--- src/sv/sliding_window_latency_percentile_defines.svh ---
// Assertion helpers shared by swlp_ctrl and swlp_dp.
`ifndef SLIDING_WINDOW_LATENCY_PERCENTILE_DEFINES_SVH
`define SLIDING_WINDOW_LATENCY_PERCENTILE_DEFINES_SVH

// Same-cycle implication, checked outside reset.
`define SWLP_ASSERT_NOW(lbl, ante, cons) \
  lbl: assert property (@(posedge clk) disable iff (!rst_n) (ante) |-> (cons)) \
    else $error("swlp check failed");

// Next-cycle implication, checked outside reset.
`define SWLP_ASSERT_NEXT(lbl, ante, cons) \
  lbl: assert property (@(posedge clk) disable iff (!rst_n) (ante) |=> (cons)) \
    else $error("swlp check failed");

`endif

--- src/sv/swlp_pkg.sv ---
package swlp_pkg;

  localparam int unsigned DEF_WINDOW = 256;
  localparam int unsigned LAT_W      = 32;
  localparam int unsigned FILL_W     = 9;

  typedef enum logic [1:0] {
    S_IDLE,
    S_DROP,
    S_INS,
    S_OUT
  } swlp_state_t;

  // controller -> datapath
  typedef struct packed {
    logic load;    // latch sample, read oldest ring word
    logic drop;    // remove oldest from sorted cells, write ring
    logic insert;  // insert new sample into sorted cells
    logic pick;    // load result registers
  } swlp_cmd_t;

endpackage

--- src/sv/swlp_ctrl.sv ---
module swlp_ctrl (
  input  logic              clk,
  input  logic              rst_n,
  input  logic              in_valid,
  output logic              in_ready,
  output logic              out_valid,
  input  logic              out_ready,
  output swlp_pkg::swlp_cmd_t cmd
);
  import swlp_pkg::*;
  `include "sliding_window_latency_percentile_defines.svh"

  swlp_state_t state_r, state_nxt;
  logic        out_valid_r, out_valid_nxt;

  always_ff @(posedge clk) begin
    if (!rst_n) begin
      state_r     <= S_IDLE;
      out_valid_r <= 1'b0;
    end else begin
      state_r     <= state_nxt;
      out_valid_r <= out_valid_nxt;
    end
  end

  always_comb begin
    state_nxt     = state_r;
    out_valid_nxt = out_valid_r && !out_ready;
    cmd           = '0;
    in_ready      = 1'b0;
    unique case (state_r)
      S_IDLE: begin
        in_ready = 1'b1;
        if (in_valid) begin
          cmd.load  = 1'b1;
          state_nxt = S_DROP;
        end
      end
      S_DROP: begin
        cmd.drop  = 1'b1;
        state_nxt = S_INS;
      end
      S_INS: begin
        cmd.insert = 1'b1;
        state_nxt  = S_OUT;
      end
      S_OUT: begin
        // hold until the output register is free
        if (!out_valid_r || out_ready) begin
          cmd.pick      = 1'b1;
          out_valid_nxt = 1'b1;
          state_nxt     = S_IDLE;
        end
      end
      default: state_nxt = S_IDLE;
    endcase
  end

  assign out_valid = out_valid_r;

  `SWLP_ASSERT_NEXT(a_accept_leaves_idle, in_valid && in_ready, state_r == S_DROP)
  `SWLP_ASSERT_NEXT(a_pick_sets_valid, cmd.pick, out_valid_r)
  `SWLP_ASSERT_NOW(a_ready_only_idle, in_ready, state_r == S_IDLE && !cmd.pick)
endmodule

--- config.mk ---
export PLATFORM = sky130hd
export DESIGN_NAME = swlp_ctrl
export DESIGN_NICKNAME = d
export VERILOG_FILES = /design/src/sv/swlp_pkg.sv /design/src/sv/swlp_ctrl.sv
export VERILOG_INCLUDE_DIRS = /design/src /design/src/sv
export SDC_FILE = /design/constraint.sdc
export NUM_CORES = 1
export LEC_CHECK = 0
export BUFFER_PORTS_ARGS = -buffer_cell sky130_fd_sc_hd__clkbuf_2
export CAP_MARGIN = 10
export CORE_AREA = 3 3 40 42
export CTS_CLUSTER_DIAMETER = 120
export DETAILED_ROUTE_END_ITERATION = 10
export DIE_AREA = 0 0 43 45
export SLEW_MARGIN = 20
export SYNTH_ARGS = -nofsm -noshare
export SYNTH_HDL_FRONTEND = slang
export SYNTH_SLANG_ARGS = --single-unit
--- constraint.sdc ---
create_clock -name clk -period 1.6 [get_ports clk]
set_clock_uncertainty 0.15 [all_clocks]
set_input_delay 0.32 -clock clk [delete_from_list [all_inputs] [get_ports clk]]
set_output_delay 0.32 -clock clk [all_outputs]
set_load 0.005 [all_outputs]
# Word-level counts from Yosys, hierarchy flattened
# Index checks and enable logic that the tools add are counted.
# classes
n_eq_ne,5
n_mux,12
n_reduce_logical,6
# ops
op,n
1-bit 2-to-1 mux,9
2-bit case mux with 4 select lines,1
2-bit == test (second input constant),2
2-bit 2-to-1 mux,2
2-bit != test (second input constant),2
2-bit by 1-bit == test with 1-bit output (second input constant),1
1-bit zero test,2
2-bit zero test,1
2-bit AND reduction,1
1-bit logical AND,1
1-bit logical OR,1
# totals
regBits,3
input_bits,4
out_inout_bits,6
elab_cells,25

# Depth between registers and ports, before layout
# logic_depth
ltp_word,4
ltp_mapped,4
depth_no_buf,4

# Worst setup path after synthesis
# Ideal clock, no wire load.
# synth_path
kind,reg-to-reg
start,reg state_r[0]
end,reg state_r[0]
setup_time_ns,0.115
arrival_ns,1.036
required_ns,1.335
setup_slack_ns,0.299
stages_incl_launch_ff,5
n_path_buf,0
period_less_slack_ns,1.301
cell_sequence,dfxtp_1 inv_1 ha_1 o31a_1 o21a_1
# synth_via
elab_chain_len,3
elab_cells_between_ends,8
classes_between,eq/ne (5); mux (1); reduce/logical (2)
# synth_lines
element,line_no,source
"start, declared",swlp_ctrl.sv:13,"swlp_state_t state_r, state_nxt;"
"start signal, assigned",swlp_ctrl.sv:21,state_r <= state_nxt;
2-bit == test or 2-bit zero test (tied branches),swlp_ctrl.sv:31,unique case (state_r)
2-bit != test (no line),-,
2-bit AND reduction (no line),-,
# Several ways; a longest one is shown, not always the timed one.
# A chain may end at the register's enable or synchronous reset.

==> impl_results.md <==
- VDD IR max: just under 400 uV
- #FFs+latches synth: 3
- Critical Path AT: roughly 1.1 ns
- Synthesis-to-layout area growth: 47.2%
- Die Height: 45 um
- WL final: 377 um
- Pwr/cell area: ~1700 nW/um^2
- Sink Count: 3
- Number of distinct library cells after synthesis: 12
- Ant diodes: 0
- Largest family of logic cells by synthesized area: adder cells
- Initial core utilization: 0.157
- Largest net degree at the start of global routing: 5
- Post-synthesis mux area share: 0.0497
- Worst Path Required: 1.13 ns
- CTS Hold Buffers Added: 0
- Synth Area in Simple Gates: 0.186
- H-Tree Depth: 1
- Share of cells above drive strength 1: 0.500
- Least-Margin Pin Slew: ~0.15 ns
- Vias per cell: 3.65
- Adder-Cell Fraction of Synth Area: 0.248
- Post-synthesis xor/xnor area fraction: 0
- HPWL after DPL: between 300 and 400 um
- Synth top area share: 0.298
- Commonest non-fill, non-tap cells in the layout: clkbuf_2 (9), inv_1 (3), ha_1 (3), clkbuf_4 (3)
- LEAKAGE: between 0.15 and 0.2 nW
- Fin. Hold Viols: 0
- Tcrit/Tclk final: 0.970
- RD Place Congestion: 0.630
- Drt drc: 0
- CP max FO: 4
- Root buffer cell: clkbuf_4
- CTS tree: done
- Compound-Gate Fraction of Synth Area: 0.161
- First-pass GRT wire length: 696 um
- Type of origin of the critical path: register
- Grt ovf: 0
- Initial drt markers: 0
- Post-Syn Instances: 21
- Leading area contributor after synthesis: dfxtp_1
- Max Slew Vio Count: 0
- Routed len/inst: roughly 7.7 um
- Sum Neg Setup Slack: 0 ns
- FP Rows: 13
- Ports: 10
- Final setup viols: 0
- Die X: 43 um
- Nets: 43
- Buffers on Ports: 9
- Max_slew headroom: 0.899
- Detail Route Antenna Nets: 0
- Core Area: between 1000 and 1500 um^2
- Tmin final: around 1.6 ns
- Vias in the first global route: ~200
- Vias: 179
- Drt first pass iters: 1
- Final Util: 0.231
- CP endpoint kind: output port
- Seq/Total Area, Yosys: 0.298
- Die area: approximately 1900 um^2
- Status: complete, no violations
- Post-Syn Nets: 29
- GRT Total Usage: 0.0532
- Top cells by area, synth: dfxtp_1 (30%), ha_1 (25%), o21a_1 (7.5%), inv_1 (5.6%), mux2i_1 (5.0%)
- Synthesis Warnings: 0
- Num CTS Buffers: 3
- Crit Path Category: reg2out
- Syn avg cell area: 9.59 um^2
- RSZ-0062 raised after global routing: no
- Clock-pin slew of the registers on the worst-case setup and hold paths: roughly 0.04 ns
- Initial antenna violation count: 0
- Commonest non-fill, non-tap cell in the layout: clkbuf_2
- Mapped Area: 201 um^2
- Maxcap violations: 0
- Clock Tree Buf Depth: 2
- Post-CTS setup buffers: 0
- Worst Hold Class: in2reg
- Max Fclk: 644 MHz
- Clk Latency, worst-skew pair: 0.23 ns
-- cell usage after synthesis --
cell	count
dfxtp_1	3
mux2i_1	1
a21oi_2	1
nor2b_1	1
nand2_1	2
inv_1	3
and3b_1	1
o21a_1	2
and2b_2	1
ha_1	4
o31a_1	1
and2_1	1
-- final cells by class --
type / instances / area (um^2)
Tap cell: 15 / 18.8
Fill cell: 156 / 988
Clock buffer: 4 / 26.3
Timing Repair Buffer: 9 / 45.0
Multi-Input combinational cell: 15 / 133
Inverter: 3 / 11.3
Sequential cell: 3 / 62.6
-- what timing repair did --
| item | in CTS | in global routing |
|---|---|---|
| endpoints found under the setup margin | 1 | 0 |
| resized for setup | 3 | 0 |
| endpoints found under the hold margin | 0 | 0 |
-- power by group --
part / internal, W / switching (W) / leakage, nW / total (W)
clock network: 0.0000934 / 0.0000389 / 0.0150 / 0.000132
logic: 0.000127 / 0.000113 / 0.117 / 0.000240
registers: 0.000111 / 0.0000283 / 0.0253 / 0.000139
-- critical path, cell delays in order, from the launching register on --
cell and delay, ns:
dfxtp_2 0.34, inv_1 0.06, ha_2 0.21, and2_1 0.13, clkbuf_2 0.10
-- metal layers --
| metal | GRT usage | vias to the layer above | part of all wire |
|---|---|---|---|
| li1 | - | 94 | - |
| met1 | 0.0433 | 78 | 0.41 |
| met2 | 0.0749 | 7 | 0.46 |
| met3 | 0.0359 | 0 | 0.13 |
| met4 | 0.0723 | 0 | 0 |
| met5 | 0 | - | 0 |
-- worst paths after layout --
kind / cells after the start / slack [ns] / startpoint / to
hold reg to reg: 2 / 0.33 / state_r[1] / state_r[1]
setup reg to reg: 4 / 0.27 / state_r[0] / state_r[0]
hold / removal: 2 / 0.19 / rst_n / out_valid
setup / recovery: 4 / 0.05 / state_r[0] / cmd[3]
-- metrics by stage --
| stage | hold WS, ns | setup WS (ns) | total power, W | area, um^2 | std cells |
|---|---|---|---|---|---|
| 4_1_cts | 0.182 | 0.0354 | 0.000529 | 297 | 49 |
| 2_1_floorplan | 0.287 | 0.299 | 0.000281 | 201 | 21 |
| 3_5_place_dp | 0.346 | 0.191 | 0.000376 | 265 | 45 |
| 5_1_grt | 0.210 | 0.00820 | 0.000563 | 297 | 49 |
| 6_report | 0.187 | 0.0475 | 0.000512 | 297 | 49 |
| 3_3_place_gp | 0.340 | 0.208 | 0.000373 | 265 | 45 |
-- registers in the layout (all words and copies together), names as in the netlist --
name	count
out_valid	1
state_r	2
-- logic make-up (layout without fill, tap and decap cells) --
logic type      Yosys count  count (layout)
flops                     3               3
fa+ha+maj                 4               4
compound gates            4               4
mux                       1               1
simple gates              6               6
buf+inv                   3              16
(Power assumes the default switching activity.)
